===== src/sv/task_rendezvous_message_engine_unit_macros.svh =====
// ---------------------------------------------------------------------------
// Rendezvous message engine assertion macros
// Shorthand for clocked implication checks on clk, disabled during rst.
// ---------------------------------------------------------------------------
`ifndef TASK_RENDEZVOUS_MESSAGE_ENGINE_UNIT_MACROS_SVH
`define TASK_RENDEZVOUS_MESSAGE_ENGINE_UNIT_MACROS_SVH

// same-cycle implication
`define TRME_ASSERT_IMP(lbl, ante, cons, msg) \
  lbl: assert property (@(posedge clk) disable iff (rst) (ante) |-> (cons)) \
    else $error(msg);

// next-cycle implication
`define TRME_ASSERT_NXT(lbl, ante, cons, msg) \
  lbl: assert property (@(posedge clk) disable iff (rst) (ante) |=> (cons)) \
    else $error(msg);

`endif


===== src/sv/trme_pkg.sv =====
// ---------------------------------------------------------------------------
// trme_pkg
// Shared types and constants of the rendezvous message engine.
// ---------------------------------------------------------------------------
`default_nettype none

package trme_pkg;

  localparam int MAX_TASKS = 16;
  localparam int ID_W      = $clog2(MAX_TASKS);
  localparam int CNT_W     = $clog2(MAX_TASKS + 1);
  localparam int TAG_W     = 16;
  localparam int VAL_W     = 16;

  typedef logic [ID_W-1:0]  task_id_t;
  typedef logic [CNT_W-1:0] cnt_t;

  typedef enum logic [2:0] {
    FN_SEND   = 3'd0,
    FN_RECV   = 3'd1,
    FN_REPLY  = 3'd2,
    FN_CREATE = 3'd3,
    FN_TERM   = 3'd4
  } func_t;

  typedef enum logic [2:0] {
    TS_DEAD   = 3'd0,
    TS_READY  = 3'd1,
    TS_WSEND  = 3'd2,
    TS_WRECV  = 3'd3,
    TS_WREPLY = 3'd4
  } task_state_t;

  typedef enum logic [2:0] {
    RS_BLOCKED = 3'd0,
    RS_MEET    = 3'd1,
    RS_BAD     = 3'd2,
    RS_IGNORED = 3'd3,
    RS_CREATED = 3'd4,
    RS_FULL    = 3'd5,
    RS_TERM    = 3'd6
  } result_t;

  typedef struct packed {
    task_state_t      state;
    task_id_t         peer;
    logic [TAG_W-1:0] tag;
    logic [VAL_W-1:0] msg;
  } entry_t;

  // one access to the task table per cycle: one write, one read
  typedef struct packed {
    logic     we;
    task_id_t waddr;
    entry_t   wdata;
    logic     set_live;
    logic     clr_live;
    task_id_t raddr;
  } tbl_req_t;

endpackage

`default_nettype wire


===== src/sv/trme_table.sv =====
// ---------------------------------------------------------------------------
// trme_table
// Task table: one synchronous memory of task entries plus a live bit per
// slot. A slot that is not live reads back as a dead, cleared entry.
// ---------------------------------------------------------------------------
`default_nettype none

module trme_table (
  input  wire logic                                clk,
  input  wire logic                                rst,
  input  wire trme_pkg::tbl_req_t                  req,
  output trme_pkg::entry_t                         rd_entry,
  output logic [trme_pkg::MAX_TASKS-1:0]           live
);

  trme_pkg::entry_t mem [trme_pkg::MAX_TASKS];
  trme_pkg::entry_t rd_q;
  logic             rd_live;

  always_ff @(posedge clk) begin
    if (req.we) begin
      mem[req.waddr] <= req.wdata;
    end
    rd_q <= mem[req.raddr];
  end

  always_ff @(posedge clk) begin
    if (rst) begin
      live    <= '0;
      rd_live <= 1'b0;
    end else begin
      if (req.set_live) begin
        live[req.waddr] <= 1'b1;
      end
      if (req.clr_live) begin
        live[req.waddr] <= 1'b0;
      end
      rd_live <= live[req.raddr];
    end
  end

  always_comb begin
    if (rd_live) begin
      rd_entry = rd_q;
    end else begin
      rd_entry       = '0;
      rd_entry.state = trme_pkg::TS_DEAD;
    end
  end

endmodule

`default_nettype wire


===== src/sv/task_rendezvous_message_engine_unit.sv =====
// ---------------------------------------------------------------------------
// task_rendezvous_message_engine_unit
// Send / receive / reply rendezvous kernel over a table of task slots.
//
//   channel   handshake           payload
//   request   start & !busy       func caller target_task tag_bits msg_value
//   result    done (one cycle)    status partner_id caller_state
//                                 deliver_valid deliver_to deliver_value
//
// One request at a time; busy is high from the cycle after accept through the
// done cycle, so the next request can be accepted in the cycle after done.
// Create, terminate and unknown codes go S_OP, S_FIN, S_OUT; send, reply and
// receive first check the table in S_CHK, and the receive scan in S_SCAN reads one
// table entry per cycle through the single read port of the task table.
// rst is synchronous; all slots read as dead after reset, no clearing pass.
// The result strobe cannot be held off by the receiver.
// ---------------------------------------------------------------------------
`default_nettype none

`include "task_rendezvous_message_engine_unit_macros.svh"

module task_rendezvous_message_engine_unit (
  input  wire logic                          clk,
  input  wire logic                          rst,
  input  wire logic                          start,
  output logic                               busy,
  input  wire logic [2:0]                    func,
  input  wire logic [3:0]                    caller,
  input  wire logic [3:0]                    target_task,
  input  wire logic [trme_pkg::TAG_W-1:0]    tag_bits,
  input  wire logic [trme_pkg::VAL_W-1:0]    msg_value,
  output logic                               done,
  output logic [2:0]                         status,
  output logic [3:0]                         partner_id,
  output logic [2:0]                         caller_state,
  output logic                               deliver_valid,
  output logic [3:0]                         deliver_to,
  output logic [trme_pkg::VAL_W-1:0]         deliver_value
);

  typedef enum logic [7:0] {
    S_IDLE = 8'b0000_0001,
    S_OP   = 8'b0000_0010,
    S_CHK  = 8'b0000_0100,
    S_CHK2 = 8'b0000_1000,
    S_SCAN = 8'b0001_0000,
    S_WR2  = 8'b0010_0000,
    S_FIN  = 8'b0100_0000,
    S_OUT  = 8'b1000_0000
  } fsm_t;

  fsm_t                          state;
  trme_pkg::func_t               func_r;
  trme_pkg::task_id_t            caller_r;
  trme_pkg::task_id_t            target_r;
  logic [trme_pkg::TAG_W-1:0]    tag_r;
  logic [trme_pkg::VAL_W-1:0]    val_r;
  trme_pkg::result_t             st_r;
  trme_pkg::task_id_t            partner_r;
  logic                          dv_r;
  trme_pkg::task_id_t            dto_r;
  logic [trme_pkg::VAL_W-1:0]    dval_r;
  trme_pkg::entry_t              keep_r;
  trme_pkg::task_id_t            wr2_addr;
  trme_pkg::entry_t              wr2_entry;
  trme_pkg::cnt_t                scan_cnt;

  trme_pkg::tbl_req_t            tbl_req;
  trme_pkg::entry_t              rd;
  logic [trme_pkg::MAX_TASKS-1:0] live;

  logic                          tag_hit;
  logic                          send_meet;
  logic                          scan_hit;
  logic                          scan_end;
  logic                          reply_hit;
  trme_pkg::task_id_t            scan_idx;
  trme_pkg::task_id_t            free_idx;
  logic                          free_found;

  trme_table u_table (
    .clk      (clk),
    .rst      (rst),
    .req      (tbl_req),
    .rd_entry (rd),
    .live     (live)
  );

  assign tag_hit   = (rd.tag & tag_r) != '0;
  // a self-send leaves the caller in wait send, so it never meets
  assign send_meet = (rd.state == trme_pkg::TS_WRECV) && tag_hit && (target_r != caller_r);
  assign scan_idx  = trme_pkg::task_id_t'(scan_cnt - 1'b1);
  // scan_cnt is one ahead of the entry whose data is on rd
  assign scan_hit  = (scan_cnt != '0) && (rd.state == trme_pkg::TS_WSEND) &&
                     (rd.peer == caller_r) && tag_hit && (scan_idx != caller_r);
  assign scan_end  = scan_cnt == trme_pkg::cnt_t'(trme_pkg::MAX_TASKS);
  assign reply_hit = rd.state == trme_pkg::TS_WREPLY;

  // lowest-numbered dead slot
  always_comb begin
    free_idx   = '0;
    free_found = ~&live;
    for (int i = trme_pkg::MAX_TASKS - 1; i >= 0; i--) begin
      if (!live[i]) begin
        free_idx = trme_pkg::task_id_t'(i);
      end
    end
  end

  always_comb begin
    tbl_req       = '0;
    tbl_req.raddr = caller_r;
    unique case (state)
      S_OP: begin
        unique case (func_r)
          trme_pkg::FN_SEND: begin
            tbl_req.raddr = target_r;
          end
          trme_pkg::FN_CREATE: begin
            if (free_found) begin
              tbl_req.we             = 1'b1;
              tbl_req.set_live       = 1'b1;
              tbl_req.waddr          = free_idx;
              tbl_req.wdata.state    = trme_pkg::TS_READY;
              tbl_req.wdata.msg      = val_r;
            end
          end
          trme_pkg::FN_TERM: begin
            tbl_req.clr_live = 1'b1;
            tbl_req.waddr    = caller_r;
          end
          default: begin
            tbl_req.raddr = caller_r;
          end
        endcase
      end
      S_CHK: begin
        unique case (func_r)
          trme_pkg::FN_SEND: begin
            if (rd.state != trme_pkg::TS_DEAD) begin
              tbl_req.we          = 1'b1;
              tbl_req.set_live    = 1'b1;
              tbl_req.waddr       = caller_r;
              tbl_req.wdata.state = send_meet ? trme_pkg::TS_WREPLY : trme_pkg::TS_WSEND;
              tbl_req.wdata.peer  = target_r;
              tbl_req.wdata.tag   = tag_r;
              tbl_req.wdata.msg   = val_r;
            end
          end
          trme_pkg::FN_RECV: begin
            tbl_req.raddr = '0;
          end
          trme_pkg::FN_REPLY: begin
            tbl_req.raddr = rd.peer;
          end
          default: begin
            tbl_req.raddr = caller_r;
          end
        endcase
      end
      S_CHK2: begin
        if (reply_hit) begin
          tbl_req.we          = 1'b1;
          tbl_req.waddr       = wr2_addr;
          tbl_req.wdata       = rd;
          tbl_req.wdata.state = trme_pkg::TS_READY;
        end
      end
      S_SCAN: begin
        tbl_req.raddr = scan_cnt[trme_pkg::ID_W-1:0];
        if (scan_hit) begin
          tbl_req.we          = 1'b1;
          tbl_req.waddr       = scan_idx;
          tbl_req.wdata       = rd;
          tbl_req.wdata.state = trme_pkg::TS_WREPLY;
        end else if (scan_end) begin
          tbl_req.we          = 1'b1;
          tbl_req.set_live    = 1'b1;
          tbl_req.waddr       = caller_r;
          tbl_req.wdata.state = trme_pkg::TS_WRECV;
          tbl_req.wdata.tag   = tag_r;
          tbl_req.wdata.msg   = keep_r.msg;
        end
      end
      S_WR2: begin
        tbl_req.we       = 1'b1;
        tbl_req.set_live = 1'b1;
        tbl_req.waddr    = wr2_addr;
        tbl_req.wdata    = wr2_entry;
      end
      S_FIN: begin
        tbl_req.raddr = caller_r;
      end
      default: begin
        tbl_req.raddr = caller_r;
      end
    endcase
  end

  always_ff @(posedge clk) begin
    if (rst) begin
      state    <= S_IDLE;
      scan_cnt <= '0;
    end else begin
      unique case (state)
        S_IDLE: begin
          if (start) begin
            func_r    <= trme_pkg::func_t'(func);
            caller_r  <= caller;
            target_r  <= target_task;
            tag_r     <= tag_bits;
            val_r     <= msg_value;
            st_r      <= trme_pkg::RS_BAD;
            partner_r <= '0;
            dv_r      <= 1'b0;
            dto_r     <= '0;
            dval_r    <= '0;
            state     <= S_OP;
          end
        end
        S_OP: begin
          unique case (func_r) inside
            trme_pkg::FN_SEND, trme_pkg::FN_RECV, trme_pkg::FN_REPLY: begin
              state <= S_CHK;
            end
            trme_pkg::FN_CREATE: begin
              st_r      <= free_found ? trme_pkg::RS_CREATED : trme_pkg::RS_FULL;
              partner_r <= free_found ? free_idx : '0;
              state     <= S_FIN;
            end
            trme_pkg::FN_TERM: begin
              st_r  <= trme_pkg::RS_TERM;
              state <= S_FIN;
            end
            default: begin
              state <= S_FIN;
            end
          endcase
        end
        S_CHK: begin
          unique case (func_r)
            trme_pkg::FN_SEND: begin
              if (send_meet) begin
                st_r      <= trme_pkg::RS_MEET;
                partner_r <= target_r;
                dv_r      <= 1'b1;
                dto_r     <= target_r;
                dval_r    <= val_r;
                wr2_addr  <= target_r;
                wr2_entry <= {trme_pkg::TS_READY, caller_r, rd.tag, rd.msg};
                state     <= S_WR2;
              end else if (rd.state != trme_pkg::TS_DEAD) begin
                st_r  <= trme_pkg::RS_BLOCKED;
                state <= S_FIN;
              end else begin
                state <= S_FIN;
              end
            end
            trme_pkg::FN_RECV: begin
              keep_r   <= rd;
              scan_cnt <= trme_pkg::cnt_t'(1);
              state    <= S_SCAN;
            end
            trme_pkg::FN_REPLY: begin
              wr2_addr <= rd.peer;
              state    <= S_CHK2;
            end
            default: begin
              state <= S_FIN;
            end
          endcase
        end
        S_CHK2: begin
          if (reply_hit) begin
            st_r      <= trme_pkg::RS_MEET;
            partner_r <= wr2_addr;
            dv_r      <= 1'b1;
            dto_r     <= wr2_addr;
            dval_r    <= val_r;
          end else begin
            st_r <= trme_pkg::RS_IGNORED;
          end
          state <= S_FIN;
        end
        S_SCAN: begin
          if (scan_hit) begin
            st_r      <= trme_pkg::RS_MEET;
            partner_r <= scan_idx;
            dv_r      <= 1'b1;
            dto_r     <= caller_r;
            dval_r    <= rd.msg;
            wr2_addr  <= caller_r;
            wr2_entry <= {trme_pkg::TS_READY, scan_idx, tag_r, keep_r.msg};
            state     <= S_WR2;
          end else if (scan_end) begin
            st_r  <= trme_pkg::RS_BLOCKED;
            state <= S_FIN;
          end else begin
            scan_cnt <= scan_cnt + 1'b1;
          end
        end
        S_WR2: begin
          state <= S_FIN;
        end
        S_FIN: begin
          state <= S_OUT;
        end
        S_OUT: begin
          state <= S_IDLE;
        end
        default: begin
          state <= S_IDLE;
        end
      endcase
    end
  end

  assign busy          = state != S_IDLE;
  assign done          = state == S_OUT;
  assign status        = st_r;
  assign partner_id    = partner_r;
  assign caller_state  = rd.state;   // caller entry read back in S_FIN
  assign deliver_valid = dv_r;
  assign deliver_to    = dto_r;
  assign deliver_value = dval_r;

  `TRME_ASSERT_NXT(a_accept_busy, start && !busy, busy, "request accepted but engine not busy")
  `TRME_ASSERT_NXT(a_done_idle, done, !busy, "engine still busy after result strobe")
  `TRME_ASSERT_IMP(a_deliver_meet, done && deliver_valid, status == trme_pkg::RS_MEET, "delivery without rendezvous")
  `TRME_ASSERT_IMP(a_idle_no_write, tbl_req.we || tbl_req.clr_live, busy, "table written while idle")
  `TRME_ASSERT_IMP(a_scan_range, state == S_SCAN, (scan_cnt != '0) && (scan_cnt <= trme_pkg::cnt_t'(trme_pkg::MAX_TASKS)), "scan index out of range")

endmodule

`default_nettype wire


===== config.mk =====
export PLATFORM = sky130hd
export DESIGN_NAME = task_rendezvous_message_engine_unit
export DESIGN_NICKNAME = d
export VERILOG_FILES = /design/src/sv/trme_pkg.sv /design/src/sv/trme_table.sv /design/src/sv/task_rendezvous_message_engine_unit.sv
export VERILOG_INCLUDE_DIRS = /design/src /design/src/sv
export SDC_FILE = /design/constraint.sdc
export NUM_CORES = 1
export LEC_CHECK = 0
export CORE_MARGIN = 1
export CORE_UTILIZATION = 62
export CTS_BUF_LIST = sky130_fd_sc_hd__clkbuf_8 sky130_fd_sc_hd__clkbuf_16
export DETAILED_ROUTE_END_ITERATION = 8
export DONT_BUFFER_PORTS = 1
export PLACE_DENSITY_LB_ADDON = 0.08
export SYNTH_ARGS = -nofsm -noshare
export SYNTH_HDL_FRONTEND = slang
export SYNTH_SLANG_ARGS = --single-unit

===== constraint.sdc =====
create_clock -name clk -period 10.45 [get_ports clk]
set_input_delay 2.09 -clock clk [delete_from_list [all_inputs] [get_ports clk]]
set_output_delay 2.09 -clock clk [all_outputs]
set_load 0.01 [all_outputs]

==> metrics.csv <==
metric;value;unit
outcome;finished, final reports clean;
grt_overflow;0;
path_cells;nor4b_1 -> nand2_1 -> buf_4 -> o22ai_1 -> a311o_2 -> buf_12 -> buf_4 -> a211oi_1 -> o32ai_1 -> a221o_1;
rr_startpoint;state[4];
ios;79;
clk_path_buf_depth;3;
max_freq;197;MHz
drt_iter0_drc;2503;
worstPathRequired;11.00;ns
nFillCells;3545;
syn_area;0.0336;mm^2
cts_resized;0;
die_area;0.0552;mm^2
drv_cap;0;
clock-sinks;820;
yosys_warnings;0;
crit_fanout;156;
peakVddDrop;0.000141;V
r2r.worst_path.cells;10;
hold_viol_final;0;
die_h;235;um
drtPass1Iterations;7;
crit_top_cell;buf_4;
r2r_end;u_table.rd_q[17];
wl_per_cell;26.8;um
synth_area_leaders;edfxtp_1, dfxtp_1, nand2_1, a211oi_1, and2_1;
hold_buffers;0;
rows;85;
synth_edf_count;751;
p_sw;1.47;mW
cts_buffers;83;
async_reset_ff_share;0;%
r2r_slack;5.37;ns
gp_congestion;0.972;
max-slew-margin-rel;15.9;%
syn_nets;2424;
nets;2393;
cts-root-buf;clkbuf_16;
internal_power;5.54;mW
seq_area_frac_synth;71.1;%
cts_max_level;3;
post-route-min-period;5.08;ns
vias;20800;
period_share;48.6;%
p_clk_share;43.5;%
cp_slowest_cell;buf_4;
path_class;flip-flop to flip-flop;
cts_tree;yes;
initial_core_util;62.6;%
power_density;188;mW/mm^2
combPwrFrac;4.9;%
rsz0062_at_grt;no;
hp-class;flip-flop to flip-flop;
hold_depth;2;
p_leak;12.2;nW
synth_cells;2375;
grt_pass1_wl;124000;um
die_w;235;um
hpwl;43100;um
setup-tns-final;0;ns
worstHoldStart;state[6];
power_frac_seq;51.7;%
path_clk_slew;0.07;ns
start_kind;flip-flop;
core;0.0537;mm^2
hold-worst-slack;0.530;ns
antenna_left;0;
drc_errors;0;
clk_latency;0.63;ns
ys_seq_elements;820;
synth_top_area_cell;edfxtp_1;
synthFlopType;edfxtp_1;
synth.avg_cell_area;14.2;um^2
area_delta_synth_final;10.8;%
max_stage_delay;0.85;ns
grt.total_usage;30.1;%
wl;83400;um
min_to;state[7];
drive_above_1_share;11.3;%
antenna_found_initial;6;
yosysUniqueCellTypes;81;
yosys.area.top_type_share;67.0;%
grt_pass1_vias;19800;
crit_path_end_kind;flip-flop;
portBuffers;0;
worstMarginPinSlew;1.26;ns
routed_via_density;6.70;
setup_viol;0;
finClkSkew;0.0186;ns
slew_violations;0;
grt_max_degree;192;
switching_share;21.0;%
cts_setup_buffers;0;
critical_path_arrival;5.63;ns
[critical path, delay by kind of cell (launching register included)]
family | cells | cell delay, ns
compound gates | 5 | 1.40
buf+inv | 3 | 1.77
simple gates | 2 | 1.25
flops | 1 | 0.46
[per-layer routing]
layer	track usage (%)	wire length (um)
met1	43.7	34700
met2	46.1	38800
met3	5.26	7360
met4	11.0	2530
met5	0	22
[synth_stat cells, drive strengths merged (21+ instances only)]
master and n:
and2 141, nor2 59, nand2 351, a22o 34
clkbuf 97, inv 28, a22oi 21, a221o 56
mux2 55, and3 44, a211oi 125, o21ai 40
edfxtp 751, dfxtp 69, a31oi 83, o32ai 39
nand3 23, buf 62, mux2i 83
[registers in the layout, indices dropped and copies added, names as in the netlist, 3 cells and up]
signal and count:
caller_r 4, deliver_to 4, deliver_value 16, func_r 3
keep_r 16, partner_id 4, scan_cnt 5, state 8
status 3, tag_r 16, target_r 4, u_table.live 16
u_table.mem 624, u_table.rd_q 39, val_r 16, wr2_addr 4
wr2_entry 36
[power by group through the flow]
stage                     Sequential [mW]  Combinational [mW]  Clock, mW
after floorplan                      3.67               0.256          0
after global placement               3.69               0.330          0
after detailed placement             3.69               0.337          0
after CTS                            3.62               0.341       3.08
after global routing                 3.62               0.369       3.21
final                                3.62               0.341       3.05
[final cells by class]
cell class,count,area [um^2],area share (%)
Clock inverter,55,529,1.42
Sequential cell,820,23900,64.2
Clock buffer,99,2330,6.25
Antenna cell,2,5.00,0.0134
Inverter,28,105,0.282
Multi-Input combinational cell,1368,9160,24.6
Tap cell,696,871,2.34
Timing Repair Buffer,43,360,0.966
[worst max path at each step]
stage / start / end / slack, ns / cells past startpoint
4_1_cts: state[4] / u_table.rd_q[17] / 5.45 / 10
6_report: state[4] / u_table.rd_q[17] / 5.37 / 10
3_3_place_gp: func_r[1] / u_table.rd_q[21] / 5.36 / 10
2_1_floorplan: rst / caller_r[0] / 4.43 / 2
5_1_grt: state[4] / u_table.rd_q[27] / 5.15 / 11
3_5_place_dp: func_r[1] / u_table.rd_q[23] / 5.48 / 10
[cells in the final DEF (no fill, tap or decap), drive strengths merged, types with 7 or more instances in the layout]
master	count
mux2i	83
a21oi	20
edfxtp	751
inv	49
xor2	11
clkinv	22
o21ai	40
a21o	7
a31oi	83
o211ai	11
and3	44
a22oi	21
or3	7
nand2	351
nand3	23
bufinv	10
nand4	13
buf	43
nor3	17
a222oi	14
a22o	34
clkbuf	99
dfxtp	69
nor2	59
mux2	55
a221o	56
o32ai	39
and2	141
nor4	12
a211oi	125
o22ai	7
[stage by stage]
stage	instance area (um^2)	power (mW)	instances	util (%)	setup WS, ns
after global routing	37300	7.20	3109	69.4	5.15
after global placement	34400	4.02	2955	64.1	5.36
final	37300	7.01	3111	69.4	5.37
after CTS	37300	7.04	3109	69.4	5.45
after detailed placement	34400	4.02	2955	64.1	5.48
after floorplan	33600	3.92	2375	-	4.43
[logic make-up after synthesis]
logic type | count (synthesis) | share of synthesized area, %
AO/OA/AOI/OAI | 503 | 11.5
flip-flops | 820 | 71.1
AND/OR/NAND/NOR | 706 | 10.1
XOR/XNOR | 18 | 0.509
adder cells (fa/ha/maj) | 3 | 0.112
buffers and inverters | 187 | 2.34
multiplexers | 138 | 4.31
No activity file was read; power rests on OpenSTA's default activity.
